[config.mk]
export PLATFORM = sky130hd
export DESIGN_NAME = tsp_coef_regs
export DESIGN_NICKNAME = d
export VERILOG_FILES = /design/src/tsp_pkg.sv /design/src/tsp_coef_regs.sv
export SDC_FILE = /design/constraint.sdc
export NUM_CORES = 1
export LEC_CHECK = 0
export BUFFER_PORTS_ARGS = -buffer_cell sky130_fd_sc_hd__buf_4
export CAP_MARGIN = 20
export CORE_MARGIN = 2
export CORE_UTILIZATION = 44
export CTS_CLUSTER_DIAMETER = 100
export CTS_CLUSTER_SIZE = 14
export DETAILED_ROUTE_END_ITERATION = 8
export GPL_ROUTABILITY_DRIVEN = 0
export PLACE_DENSITY = 0.69
export SYNTH_ARGS = -nofsm -noshare
export SYNTH_HDL_FRONTEND = slang
export SYNTH_SLANG_ARGS = --single-unit
[constraint.sdc]
create_clock -name i_clk -period 1.5 [get_ports i_clk]
set_input_delay 0.3 -clock i_clk [delete_from_list [all_inputs] [get_ports i_clk]]
set_output_delay 0.3 -clock i_clk [all_outputs]
set_load 0.05 [all_outputs]
[src/tsp_pkg.sv]
// ----------------------------------------------------------------------------
// tsp_pkg: shared types and constants of the two-state plant model
// Word formats, command codes, coefficient layout and reset values.
// ----------------------------------------------------------------------------
`timescale 1ns / 1ps

package tsp_pkg;

    localparam int unsigned DataW      = 32;
    localparam int unsigned ProdW      = 2 * DataW;
    localparam int unsigned ModeW      = 3;
    localparam int unsigned NumCoefs   = 8;
    localparam int unsigned CoefIdxW   = 3;
    localparam int unsigned NumOpds    = 4;
    localparam int unsigned OpdIdxW    = 2;
    localparam int unsigned RowTerms   = 4;
    localparam int unsigned FracShift  = 30;

    typedef logic signed [DataW-1:0] t_word;
    typedef logic signed [ProdW-1:0] t_prod;
    typedef t_word t_coef_bank [NumCoefs];
    typedef t_prod t_prod_bank [NumCoefs];
    typedef t_prod t_row_prods [RowTerms];

    typedef enum logic [ModeW-1:0] {
        MODE_TICK        = 3'd0,
        MODE_LOAD_TORQUE = 3'd1,
        MODE_RESET       = 3'd2,
        MODE_START       = 3'd3,
        MODE_STOP        = 3'd4
    } t_mode;

    // coefficient register indexes
    localparam int unsigned CoefA00 = 0;
    localparam int unsigned CoefA01 = 1;
    localparam int unsigned CoefA10 = 2;
    localparam int unsigned CoefA11 = 3;
    localparam int unsigned CoefB00 = 4;
    localparam int unsigned CoefB01 = 5;
    localparam int unsigned CoefB10 = 6;
    localparam int unsigned CoefB11 = 7;

    // operand indexes
    localparam int unsigned OpdAngle  = 0;
    localparam int unsigned OpdRate   = 1;
    localparam int unsigned OpdTorque = 2;
    localparam int unsigned OpdRel    = 3;

    localparam int unsigned OperandSel [NumCoefs] = '{
        OpdAngle, OpdRate, OpdAngle, OpdRate,
        OpdTorque, OpdRel, OpdTorque, OpdRel
    };

    localparam t_word CoefReset [NumCoefs] = '{
        32'sd1076963049, 32'sd21496311, 32'sd339946661, 32'sd1076963049,
        -32'sd266611, 32'sd3350074, -32'sd26682484, 32'sd335222197
    };

    localparam t_word FallLimit    = 32'sd26340229;
    localparam t_word FallLimitNeg = -32'sd26340229;

endpackage

[src/tsp_coef_regs.sv]
// ----------------------------------------------------------------------------
// tsp_coef_regs: coefficient register bank
// Eight Q2.30 state and input matrix entries, written by index.
// ----------------------------------------------------------------------------
`timescale 1ns / 1ps

module tsp_coef_regs
    import tsp_pkg::*;
(
    input  logic                i_clk,
    input  logic                i_rst_n,
    input  logic                i_cfg_we,
    input  logic [CoefIdxW-1:0] i_cfg_index,
    input  t_word               i_cfg_data,
    output t_coef_bank          o_coefs
);

    t_coef_bank r_coef;

    always_ff @(posedge i_clk) begin
        if (!i_rst_n) begin
            r_coef <= CoefReset;
        end else if (i_cfg_we) begin
            r_coef[i_cfg_index] <= i_cfg_data;
        end
    end

    assign o_coefs = r_coef;

endmodule

After elaboration in Yosys (flattened, before gate mapping)
Index checks and enable logic that the tools add are counted.
{"block": "classes", "addsub": 0, "mul": 0, "n_div": 0, "magnitude_cmp": 2, "eq_ne": 0, "shift": 0, "muxes": 3, "n_bitwise": 1, "reduce_logical": 1}
{"cell": "256-bit bitwise mux", "n": 1}
{"cell": "32-bit demux with 3-bit select", "n": 1}
{"cell": "32-bit two-way mux", "n": 1}
{"cell": "4-bit greater-or-equal comparator, second input constant", "n": 1}
{"cell": "4-bit by 1-bit < comparator with 1-bit output, second input constant", "n": 1}
{"cell": "3-bit NOT with 4-bit output", "n": 1}
{"cell": "1-bit logical AND", "n": 1}
{"block": "word_totals", "ff_bits": 256, "latch_bits": 0, "ram_bits": 0, "romBits": 0, "input_bits": 38, "out_inout_bits": 256, "elab_cells": 15, "memories": 0}

Depth between registers and ports, before layout
Gate-level depths: netlist of run 1.
{"block": "depth", "depth_word": 6, "depth_mapped": 5, "ltp_nobuf": 2}

Worst setup path after synthesis of run 1
OpenSTA, ideal clock, no wires.
{"block": "synth_path", "path_type": "input -> register", "startpoint": "input i_cfg_index[1]", "endpoint": "register r_coef, in the netlist o_coefs[242]", "setup_ns": 0.072, "t_arrival_ns": 1.285, "t_required_ns": 1.428, "path_slack_ns": 0.143, "cell_stages": 5, "n_path_buf": 3, "path_cell_list": "buf_2 > nor4b_2 > buf_4 > buf_4 > mux2i_1"}
{"block": "synth_via", "elab_chain_cells": 6, "word_cells_on_any_way": 7, "classes_between": "2 x order compare; 3 x mux; 1 x bitwise; 1 x reduce/logical"}
{"element": "start: declaration", "line_no": "tsp_coef_regs.sv:13", "text": "input logic [CoefIdxW-1:0] i_cfg_index,"}
{"element": "3-bit NOT with 4-bit output (not written as such) (*)", "line_no": "tsp_coef_regs.sv:24", "text": "r_coef[i_cfg_index] <= i_cfg_data;"}
{"element": "4-bit greater-or-equal comparator (not written as such) / 4-bit by 1-bit < comparator with 1-bit output (equally long branches)", "line_no": "tsp_coef_regs.sv:24"}
{"element": "1-bit logical AND (not written as such)", "line_no": "tsp_coef_regs.sv:24"}
{"element": "32-bit two-way mux (not written as such)", "line_no": "tsp_coef_regs.sv:24"}
{"element": "32-bit demux with 3-bit select (*)", "line_no": "tsp_coef_regs.sv:24"}
{"element": "256-bit bitwise mux (*)", "line_no": "tsp_coef_regs.sv:24"}
{"element": "end signal: assignment", "line_no": "tsp_coef_regs.sv:22", "text": "r_coef <= CoefReset;"}
{"element": "end signal: indexed assignment", "line_no": "tsp_coef_regs.sv:24"}
{"element": "end: declaration", "line_no": "tsp_coef_regs.sv:18", "text": "t_coef_bank r_coef;"}
Every way passes the cells marked *; elsewhere a longest branch is shown, timed or not.
A chain may end at the register's enable or synchronous reset.

Worst setup path after layout of run 1
{"block": "layout_path", "startpoint": "register r_coef, in the netlist o_coefs[232]", "endpoint": "output o_coefs[232] in the netlist's numbering"}
{"element": "end: declaration", "line_no": "tsp_coef_regs.sv:15", "text": "output t_coef_bank o_coefs"}
No word-level cell between the ends.

==> results.rst, run 1 <==
.. list-table::
   :header-rows: 1

   * - Metric
     - Value
   * - Status
     - complete, no violations
   * - Share of final-layout standard cells stronger than drive strength 1
     - 30.5%
   * - Diode count
     - 0
   * - Post-Synthesis Net Count
     - 950
   * - Post-synth top area cell
     - sky130_fd_sc_hd__dfxtp_1
   * - Initial Utilization
     - 44.6%
   * - Routed wire length
     - 27.7 mm
   * - Flip-flop count of the largest register, all copies and words added
     - 256
   * - Post-Place Cells
     - 1464
   * - Number of post-CTS setup repair buffers
     - 0
   * - Power spent charging and discharging nets
     - 0.00359 W
   * - Clock network fraction of design power
     - 37.1%
   * - Top-Level Pins
     - 294
   * - Critical path class
     - flip-flop to output port
   * - Max Clock Freq
     - 722 MHz
   * - Main flop type after synthesis
     - sky130_fd_sc_hd__dfxtp_1
   * - Post-CTS Hold Buffers
     - 0
   * - Remaining design rule violation count
     - 0
   * - Total buffers and inverters traversed by the critical path
     - 1
   * - Number of cells on the worst hold path
     - 3
   * - GRT Residual Overflow
     - 0
   * - Min Clock Period, post-route
     - 1380 ps
   * - Area inside the core boundary
     - 21800 um2
   * - Vias in the first global route
     - 7074
   * - Highest ir drop seen on vdd
     - 0.633 mV
   * - Combinational cell fraction of total power
     - 12.0%
   * - Reg2reg end
     - o_coefs[16]$_SDFFE_PN1P_
   * - Layout net count
     - 1246
   * - Cell count after synthesis
     - 912
   * - Number of sinks handled by clock tree synthesis
     - 256
   * - Largest delay contributor family on the critical path
     - flip-flops
   * - Post-synth EDFFs
     - 0
   * - Die area
     - 23300 um2
   * - Height of the die
     - 153 um
   * - Detailed-route vias per instance
     - 4.91
   * - Sw Ratio
     - 26.0%
   * - Static leakage
     - 6.47 nW
   * - Largest net degree at the start of global routing
     - 51
   * - Min-Delay Startpoint
     - i_cfg_data[7]
   * - Type of the most critical hold path
     - input port to flip-flop
   * - Aggregate negative setup slack
     - 0 ps
   * - Area added between synthesis and finish
     - 34.9%
   * - Clk_lat worst skew
     - 500 ps
   * - Seq/Total Area, Yosys
     - 52.8%
   * - Number of DRC markers after the initial detailed-route iteration
     - 246
   * - Average footprint of a synthesized cell
     - 10.7 um2
   * - Top cells by count, synth
     - sky130_fd_sc_hd__dfxtp_1 (256), sky130_fd_sc_hd__mux2i_1 (256), sky130_fd_sc_hd__nand2_1 (167), sky130_fd_sc_hd__nor2b_1 (152), sky130_fd_sc_hd__clkbuf_1 (35)
   * - RR Startpoint
     - o_coefs[16]$_SDFFE_PN1P_
   * - Cell Rows
     - 54
   * - Footprint of the flip-flops and latches
     - 5120 um2
   * - Routed via count
     - 7311
   * - Maximum Capacitance Violations
     - 0
   * - TritonCTS Buffers
     - 22
   * - Sum of net half-perimeters after detailed placement
     - 20.0 mm
   * - GR Util All Layers
     - 22.7%
   * - Max-slew violations
     - 0
   * - Cell with the biggest individual delay on the critical path
     - sky130_fd_sc_hd__dfxtp_1
   * - FFs w/ async S/R, synth
     - 0%
   * - Setup violation total in the final timing report
     - 0
   * - Final total power
     - 0.0138 W
   * - R2R setup slack
     - 850 ps
   * - Post-synth cell types
     - 15
   * - H-Tree Depth
     - 1
   * - Number of failing hold endpoints at the final stage
     - 0
   * - Clock tree from TritonCTS
     - done
   * - Crit path arrival time
     - 1080 ps
   * - Clock-pin slew of the registers on the worst-case setup and hold paths
     - 70 ps
   * - Post-CTS sizing
     - 0
   * - Sequential group share of total power
     - 50.8%
   * - Warnings from Yosys
     - 0
   * - DR pass1 iterations
     - 4
   * - Total area of multi-input combinational cells
     - 4310 um2
   * - Final clock period utilization by the worst path
     - 92.3%
   * - Power per cell area
     - 1060 nW/um2
   * - Die X
     - 153 um
   * - Largest stage delay on the critical path
     - 360 ps
   * - Clk Tree Root Cell
     - sky130_fd_sc_hd__clkbuf_16
   * - CP Capture Type
     - output port
   * - Routed len/inst
     - 18.6 um
   * - Clock skew
     - 0 ps
   * - Sink of the worst hold path
     - o_coefs[71]$_SDFFE_PN0P_
   * - Antenna violations before repair
     - 0
   * - Number of synthesized register bits
     - 256
   * - Number of port buffers
     - 293
   * - Final non-filler cell total
     - 1488
   * - Ordered list of cells on the worst path
     - buf_4
   * - Internal
     - 0.0102 W
   * - Cell area after technology mapping
     - 9710 um2
   * - Worst-case clock buffer depth
     - 3
   * - Max-Slew Margin vs Limit
     - 71.3%
   * - Area share of the largest cell type after synthesis
     - 52.8%
   * - Most area-consuming cells after synthesis
     - sky130_fd_sc_hd__dfxtp_1 (53%), sky130_fd_sc_hd__mux2i_1 (26%), sky130_fd_sc_hd__nor2b_1 (9.8%)
   * - Kind of start point of the critical path
     - flip-flop
   * - Transition time at the pin with the least slew margin
     - 429 ps
   * - Layout filler cell count
     - 1861
   * - Wire length of the first global-routing pass
     - 42.2 mm
   * - Remaining antenna violation count
     - 0
   * - Unrepaired setup endpoints after global routing
     - false
   * - Reg2reg path depth
     - 2
   * - Critical Path Fanout Max
     - 2
   * - Worst path required time
     - 1200 ps
[final cells by class]
type,count,share of cell area (%)
clock buffer,23,4.39
clock inverter,1,0.0859
multi-input combinational,588,32.9
sequential,256,39.1
tap,280,2.67
timing repair buffer,340,20.9
[layout by cell type, fill, tap and decap left out]
cell | netlist | final
sky130_fd_sc_hd__and4b_1 | 1 | 1
sky130_fd_sc_hd__and4bb_1 | 1 | 1
sky130_fd_sc_hd__buf_12 | 0 | 14
sky130_fd_sc_hd__buf_4 | 7 | 325
sky130_fd_sc_hd__clkbuf_16 | 0 | 23
sky130_fd_sc_hd__clkbuf_8 | 0 | 1
sky130_fd_sc_hd__dfxtp_1 | 256 | 256
sky130_fd_sc_hd__inv_8 | 0 | 1
sky130_fd_sc_hd__mux2i_1 | 256 | 256
sky130_fd_sc_hd__nand2_1 | 167 | 167
sky130_fd_sc_hd__nand4_1 | 1 | 1
sky130_fd_sc_hd__nand4b_1 | 3 | 3
sky130_fd_sc_hd__nand4bb_1 | 3 | 1
sky130_fd_sc_hd__nand4bb_2 | 0 | 2
sky130_fd_sc_hd__nor2b_1 | 152 | 152
sky130_fd_sc_hd__nor4b_4 | 0 | 1
sky130_fd_sc_hd__nor4bb_1 | 2 | 1
sky130_fd_sc_hd__nor4bb_4 | 0 | 1
sky130_fd_sc_hd__or4b_1 | 1 | 1
[tightest hold or removal path: stages]
cell and delay (ps):
sky130_fd_sc_hd__buf_4 110, sky130_fd_sc_hd__nand2_1 50, sky130_fd_sc_hd__mux2i_1 60
[worst max path at each step]
stage	start	endpoint	depth (start not counted)
floorplan	i_cfg_index[1]	o_coefs[242]$_SDFFE_PN0P_	5
global placement	i_cfg_index[2]	o_coefs[253]$_SDFFE_PN0P_	3
finish	o_coefs[232]$_SDFFE_PN0P_	o_coefs[232]	1
global route	o_coefs[148]$_SDFFE_PN1P_	o_coefs[148]	1
detailed placement	i_cfg_index[2]	o_coefs[252]$_SDFFE_PN0P_	3
CTS	o_coefs[14]$_SDFFE_PN0P_	o_coefs[14]	1
[logic make-up after synthesis]
family        count (synthesis)  share of synthesized area [%]
simple gates                332                           17.6
mux                         256                           26.4
flops                       256                           52.8
buf+inv                      68                           3.23
[through the flow]
step / cell area, um2 / setup WS, ps / utilization, % / hold slack [ps]
floorplan: 9710 / 143 / - / 442
global placement: 12500 / 45.6 / 57.5 / 443
detailed placement: 12500 / 32.5 / 57.5 / 450
CTS: 13100 / 101 / 60.2 / 43.9
global route: 13100 / 70.3 / 60.2 / 70.4
finish: 13100 / 115 / 60.2 / 69.6
[routing by layer]
metal  vias up  global-route usage (%)  part of all wire [%]  routed length (um)
li1       3576                       -                     -                   -
met5         -                       0                     0                   0
met4         0                    5.60                   2.2                 600
met2       211                    35.5                    45               12400
met3        34                    5.55                   6.3                1760
met1      3490                    31.5                    47               13000
[power by group through the flow]
stage | Clock [W] | Sequential [W] | Combinational [W]
floorplan | 0 | 0.00770 | 0.000519
global placement | 0 | 0.00718 | 0.00166
detailed placement | 0 | 0.00719 | 0.00167
CTS | 0.00525 | 0.00703 | 0.00167
global route | 0.00552 | 0.00705 | 0.00174
finish | 0.00513 | 0.00703 | 0.00167
Note: power is estimated with default switching activity, not from simulation.
==> inputs of run 2 (changes only) <==
- CORE_ASPECT_RATIO: not set -> 1.1
- REMOVE_ABC_BUFFERS: not set -> 1
==> run 2 against run 1 <==
Global-route usage fell by 0.62 points. Register-to-register slack barely moved. Sequential power barely moved. Clock skew did not move. Clock power fell by 1%. Utilization rose by 0.16 points. Worst hold slack got worse by 4.2 ps. Combinational power barely moved. Sequential cell count did not move. Clock-buffer cell count did not move. Via count barely moved. Fmax fell by 0.68%. Critical path type unchanged. Critical endpoint is now o_coefs[49]. Largest power group unchanged. Highest routed layer unchanged.
==> results.rst, run 2 (synthesis gave the netlist of run 1 again) <==
.. list-table::
   :header-rows: 1

   * - Metric
     - Value
   * - Routed met2 length
     - 12.4 mm (about the same)
   * - Number of failing hold endpoints at the final stage
     - 0 (unchanged)
   * - GR Util All Layers
     - 22.0% (-0.62 points)
   * - Most common library cell in the layout ignoring fill and taps
     - sky130_fd_sc_hd__buf_4
   * - Routed via count
     - 7304 (-0.096%)
   * - Crit path arrival time
     - 1090 ps (about the same)
   * - Met1 Wirelength
     - 11.8 mm (-9.0%)
   * - Remaining antenna violation count
     - 0 (unchanged)
   * - Die area
     - 23300 um2 (about the same)
   * - Setup violation total in the final timing report
     - 0 (unchanged)
   * - Final total power
     - 0.0138 W (-0.47%)
   * - Clk_lat worst skew
     - 500 ps (about the same)
   * - Cell with the biggest individual delay on the critical path
     - sky130_fd_sc_hd__dfxtp_1
   * - H-Tree Depth
     - 1 (unchanged)
   * - Worst path required time
     - 1200 ps (about the same)
   * - Largest net degree at the start of global routing
     - 43 (-16%)
   * - DR pass1 iterations
     - 4 (unchanged)
   * - Clock-pin slew of the registers on the worst-case setup and hold paths
     - 70 ps (about the same)
   * - R2R setup slack
     - 840 ps (about the same)
   * - Antenna violations before repair
     - 0 (unchanged)
   * - Area added between synthesis and finish
     - 36.1%
   * - Initial Utilization
     - 44.4% (-0.28 points)
   * - Layout net count
     - 1254 (+0.64%)
   * - Critical Path Fanout Max
     - 2 (unchanged)
   * - Number of DRC markers after the initial detailed-route iteration
     - 223 (-9.3%)
   * - Combinational cell fraction of total power
     - 12.0% (about the same)
   * - Share of final-layout standard cells stronger than drive strength 1
     - 31.0% (+0.54 points)
   * - Highest Signal Layer
     - met4
   * - Footprint of the flip-flops and latches
     - 5120 um2 (unchanged)
   * - Max Clock Freq
     - 717 MHz (-0.68%)
   * - Cell Rows
     - 57 (+5.6%)
   * - Metal3 WL
     - 1.65 mm (-6.3%)
   * - Static leakage
     - 6.51 nW (+0.69%)
   * - Die X
     - 146 um (-4.5%)
   * - Highest ir drop seen on vdd
     - 0.870 mV (+38%)
   * - Post-CTS sizing
     - 0 (unchanged)
   * - Clk Tree Root Cell
     - sky130_fd_sc_hd__clkbuf_16
   * - CP Capture Type
     - output port
   * - Vias in the first global route
     - 7301 (+3.2%)
   * - Total area of multi-input combinational cells
     - 4310 um2 (about the same)
   * - Sequential group share of total power
     - 51.1% (+0.3 points)
   * - Power per cell area
     - 1040 nW/um2 (-1.4%)
   * - Detailed-route vias per instance
     - 4.83 (-1.6%)
   * - Routed wire length
     - 26.6 mm (-4.3%)
   * - Sum of net half-perimeters after detailed placement
     - 18.7 mm (-6.4%)
   * - Kind of start point of the critical path
     - flip-flop
   * - Unrepaired setup endpoints after global routing
     - false
   * - GRT Residual Overflow
     - 0 (unchanged)
   * - Sw Ratio
     - 25.5% (-0.43 points)
   * - Layout filler cell count
     - 1903 (+2.3%)
   * - Routed len/inst
     - 17.6 um (-5.7%)
   * - RR Startpoint
     - o_coefs[182]$_SDFFE_PN1P_
   * - Worst-case clock buffer depth
     - 3 (unchanged)
   * - Ordered list of cells on the worst path
     - buf_4
   * - Final clock period utilization by the worst path
     - 93.0% (+0.63 points)
   * - Power spent charging and discharging nets
     - 0.00351 W (-2.1%)
   * - Crit. Startpoint
     - o_coefs[49]$_SDFFE_PN0P_
   * - Height of the die
     - 160 um (+4.8%)
   * - Diode count
     - 0 (unchanged)
   * - Worst setup slack after layout
     - 106 ps (-9.52 ps)
   * - Transition time at the pin with the least slew margin
     - 379 ps (-50.6 ps)
   * - Max-Slew Margin vs Limit
     - 74.7% (+3.3 points)
   * - Remaining design rule violation count
     - 0 (unchanged)
   * - Largest delay contributor family on the critical path
     - flip-flops
   * - Number of port buffers
     - 293 (unchanged)
   * - Wire length of the first global-routing pass
     - 41.3 mm (-2.2%)
   * - Status
     - complete, no violations
   * - Total buffers and inverters traversed by the critical path
     - 1 (unchanged)
   * - Number of post-CTS setup repair buffers
     - 0 (unchanged)
   * - Type of the most critical hold path
     - input port to flip-flop
   * - Clock skew
     - 0 ps (unchanged)
   * - Min Clock Period, post-route
     - 1390 ps (+9.52 ps)
   * - Clock tree from TritonCTS
     - done
   * - Top-Level Pins
     - 294 (unchanged)
   * - Flip-flop count of the largest register, all copies and words added
     - 256 (unchanged)
   * - Min-Delay Startpoint
     - i_cfg_data[7]
   * - TritonCTS Buffers
     - 22 (unchanged)
   * - Clock network fraction of design power
     - 36.9% (-0.2 points)
   * - Post-CTS Hold Buffers
     - 0 (unchanged)
   * - Max-slew violations
     - 0 (unchanged)
   * - Maximum Capacitance Violations
     - 0 (unchanged)
   * - Post-Place Setup Slack
     - 17.7 ps (-14.8 ps)
   * - Critical path class
     - flip-flop to output port
   * - Largest stage delay on the critical path
     - 380 ps (+20 ps)
   * - Internal
     - 0.0103 W (+0.12%)
   * - Commonest non-fill, non-tap cells in the layout
     - sky130_fd_sc_hd__buf_4 (330), sky130_fd_sc_hd__mux2i_1 (256), sky130_fd_sc_hd__dfxtp_1 (256), sky130_fd_sc_hd__nand2_1 (167), sky130_fd_sc_hd__nor2b_1 (152)
   * - Area inside the core boundary
     - 21900 um2 (+0.64%)
   * - Number of sinks handled by clock tree synthesis
     - 256 (unchanged)
-- run 2: cell count changes in the layout (fill, tap and decap cells not counted) --
cell	delta
sky130_fd_sc_hd__and4bb_2	+1
sky130_fd_sc_hd__buf_4	+5
sky130_fd_sc_hd__buf_12	+3
sky130_fd_sc_hd__nor4bb_2	+1
sky130_fd_sc_hd__nor4bb_4	-1
sky130_fd_sc_hd__and4bb_1	-1
sky130_fd_sc_hd__nand4bb_2	-1
sky130_fd_sc_hd__nand4bb_4	+1
-- run 2: routing by layer --
layer  GRT usage [%]  vias to the layer above
met3            5.49                       49
met4            6.19                        0
met5               0                        -
met2            36.6                      208
met1            28.6                     3448
li1                -                     3599
-- run 2: path summary, 6_finish.rpt --
path | endpoint | depth (start not counted)
max | o_coefs[49] | 1
min reg2reg | o_coefs[185]$_SDFFE_PN0P_ | 2
min | o_coefs[71]$_SDFFE_PN0P_ | 3
max reg2reg | o_coefs[182]$_SDFFE_PN1P_ | 2
-- run 2: through the flow --
step / util, % / cells / hold WS, ps / setup TNS [ps] / instance area (um2)
2_1_floorplan: - / 844 / 442 / -148800 / 9400
3_3_place_gp: 57.7 / 1487 / 444 / 0 / 12600
3_5_place_dp: 57.7 / 1487 / 449 / 0 / 12600
4_1_cts: 60.4 / 1511 / 45.6 / 0 / 13200
5_1_grt: 60.4 / 1511 / 72.7 / 0 / 13200
6_report: 60.4 / 1511 / 65.4 / 0 / 13200
-- run 2: cell type report --
type                       count  share of cell area, %
clock buffer                  23                   4.35
sequential                   256                   38.8
tap                          295                   2.79
multi-input combinational    588                   32.6
clock inverter                 1                 0.0852
timing repair buffer         348                   21.4
-- run 2: tightest hold or removal path: cells and delay by family --
| kind | cells | cell delay (ps) |
|---|---|---|
| mux | 1 | 60 |
| simple gates | 1 | 50 |
| buf+inv | 1 | 110 |
-- run 2: power by group through the flow --
stage	combinational (W)	clock (W)	sequential, W
global placement	0.00165	0	0.00719
finish	0.00165	0.00508	0.00703
global route	0.00174	0.00550	0.00705
floorplan	0.000419	0	0.00770
detailed placement	0.00166	0	0.00719
CTS	0.00166	0.00524	0.00703
==> inputs of run 3 (changes only) <==
- PLACE_DENSITY: 0.69 -> 0.7
==> run 3 against run 2 <==
First-iteration DRC count shrank 22%. Clock-buffer cell count is the same. Clock power is essentially flat. Clock skew is the same. Fmax is essentially flat. Worst hold slack lost 3.3 ps. Utilization shrank 0.51 points. Via count shrank 0.12%. Critical path type unchanged. Highest routed layer unchanged.
==> results.rst, run 3 (synthesis gave the netlist of run 1 again) <==
.. list-table::
   :header-rows: 1

   * - Metric
     - Value
   * - Crit path arrival time
     - 1090 ps (about the same)
   * - Remaining design rule violation count
     - 0 (unchanged)
   * - Min Clock Period, post-route
     - 1390 ps (-1.17 ps)
   * - GRT Residual Overflow
     - 0 (unchanged)
   * - Largest net degree at the start of global routing
     - 34 (-21%)
   * - Remaining antenna violation count
     - 0 (unchanged)
   * - Initial Utilization
     - 44.4% (unchanged)
   * - Commonest non-fill, non-tap cells in the layout
     - sky130_fd_sc_hd__buf_4 (323), sky130_fd_sc_hd__mux2i_1 (256), sky130_fd_sc_hd__dfxtp_1 (256), sky130_fd_sc_hd__nand2_1 (167), sky130_fd_sc_hd__nor2b_1 (152)
   * - Final non-filler cell total
     - 1501 (-0.66%)
   * - Post-CTS Hold Buffers
     - 0 (unchanged)
   * - Max-slew violations
     - 0 (unchanged)
   * - Post-Place Cells
     - 1477 (-0.67%)
   * - Worst-case clock buffer depth
     - 3 (unchanged)
   * - Setup violation total in the final timing report
     - 0 (unchanged)
   * - Sum of net half-perimeters after detailed placement
     - 18.2 mm (-2.5%)
   * - Worst path required time
     - 1200 ps (about the same)
   * - H-Tree Depth
     - 1 (unchanged)
   * - Cell Rows
     - 57 (unchanged)
   * - Transition time at the pin with the least slew margin
     - 437 ps (+58.8 ps)
   * - Area added between synthesis and finish
     - 35.0%
   * - Vias in the first global route
     - 7293 (-0.11%)
   * - Clk_lat worst skew
     - 500 ps (about the same)
   * - Status
     - complete, no violations
   * - Power per cell area
     - 1050 nW/um2 (+0.68%)
   * - TritonCTS Buffers
     - 22 (unchanged)
   * - Height of the die
     - 160 um (unchanged)
   * - CP Capture Type
     - output port
   * - Routed via count
     - 7295 (-0.12%)
   * - Layout net count
     - 1244 (-0.80%)
   * - Clock-pin slew of the registers on the worst-case setup and hold paths
     - 70 ps (about the same)
   * - Maximum Capacitance Violations
     - 0 (unchanged)
   * - Number of post-CTS setup repair buffers
     - 0 (unchanged)
   * - Number of sinks handled by clock tree synthesis
     - 256 (unchanged)
   * - Die X
     - 146 um (unchanged)
   * - DR pass1 iterations
     - 4 (unchanged)
   * - Die area
     - 23300 um2 (unchanged)
   * - Diode count
     - 0 (unchanged)
   * - Final clock period utilization by the worst path
     - 92.9% (about the same)
   * - Flip-flop count of the largest register, all copies and words added
     - 256 (unchanged)
   * - Largest delay contributor family on the critical path
     - flip-flops
   * - Type of the most critical hold path
     - input port to flip-flop
   * - Total buffers and inverters traversed by the critical path
     - 1 (unchanged)
   * - Critical Path Fanout Max
     - 2 (unchanged)
   * - Largest stage delay on the critical path
     - 380 ps (about the same)
   * - Number of port buffers
     - 293 (unchanged)
   * - Kind of start point of the critical path
     - flip-flop
   * - Static leakage
     - 6.45 nW (-0.98%)
   * - Routed len/inst
     - 17.4 um (-1.1%)
   * - Number of DRC markers after the initial detailed-route iteration
     - 174 (-22%)
   * - Clock skew
     - 0 ps (unchanged)
   * - Ordered list of cells on the worst path
     - buf_4
   * - Clk Tree Root Cell
     - sky130_fd_sc_hd__clkbuf_16
   * - Antenna violations before repair
     - 0 (unchanged)
   * - Number of failing hold endpoints at the final stage
     - 0 (unchanged)
   * - Cell with the biggest individual delay on the critical path
     - sky130_fd_sc_hd__dfxtp_1
   * - Max-Slew Margin vs Limit
     - 70.8% (-3.9 points)
   * - Unrepaired setup endpoints after global routing
     - false
   * - Highest ir drop seen on vdd
     - 0.781 mV (-10%)
   * - Detailed-route vias per instance
     - 4.86 (+0.54%)
   * - Area inside the core boundary
     - 21900 um2 (unchanged)
   * - Clock tree from TritonCTS
     - done
   * - Share of final-layout standard cells stronger than drive strength 1
     - 30.4% (-0.57 points)
   * - GR Util All Layers
     - 21.8% (-0.26 points)
   * - Routed wire length
     - 26.1 mm (-1.8%)
   * - Wire length of the first global-routing pass
     - 40.7 mm (-1.4%)
   * - Critical path class
     - flip-flop to output port
   * - Aggregate negative setup slack
     - 0 ps (unchanged)
   * - Post-CTS sizing
     - 0 (unchanged)
   * - Max Clock Freq
     - 718 MHz (about the same)
   * - Top-Level Pins
     - 294 (unchanged)
   * - Most common library cell in the layout ignoring fill and taps
     - sky130_fd_sc_hd__buf_4
==> run 3: cell type report <==
cell class                 count  area [um2]
fill                        1890        8780
sequential                   256        5120
multi-input combinational    588        4310
timing repair buffer         338        2720
clock buffer                  23         576
tap                          295         369
clock inverter                 1        11.3
==> run 3: worst paths after layout <==
path	cells after the start	slack, ps	start	to
worst max-delay path	1	110	o_coefs[250]$_SDFFE_PN0P_	o_coefs[250]
worst min-delay path	3	60	i_cfg_data[7]	o_coefs[71]$_SDFFE_PN0P_
worst max register to register	2	820	o_coefs[118]$_SDFFE_PN1P_	o_coefs[118]$_SDFFE_PN1P_
worst min register to register	2	460	o_coefs[241]$_SDFFE_PN0P_	o_coefs[241]$_SDFFE_PN0P_
==> run 3: routing by layer <==
metal	vias to the layer above	GRT usage, %	routed length, um
met5	-	0	0
met2	199	37.3	12500
met4	0	6.64	738
li1	3578	-	-
met1	3471	27.2	11300
met3	47	5.20	1570
==> run 3: where the power goes <==
| group | switching, W | leakage (nW) | total, W | internal [W] |
|---|---|---|---|---|
| registers | 0.0000833 | 2.08 | 0.00703 | 0.00695 |
| logic | 0.00105 | 4.08 | 0.00162 | 0.000575 |
| clock network | 0.00238 | 0.289 | 0.00509 | 0.00271 |
| total | 0.00351 | 6.45 | 0.0137 | 0.0102 |
==> run 3: per-stage QoR <==
stage	util (%)	total power (W)	hold slack, ps	area (um2)	worst slack, ps
after floorplan	-	0.00812	442	9400	-1450
after global placement	57.2	0.00880	442	12500	66.0
after detailed placement	57.2	0.00882	452	12500	54.1
after CTS	59.9	0.0139	43.7	13100	90.7
after global routing	59.9	0.0142	63.1	13100	60.0
final	59.9	0.0137	62.1	13100	107
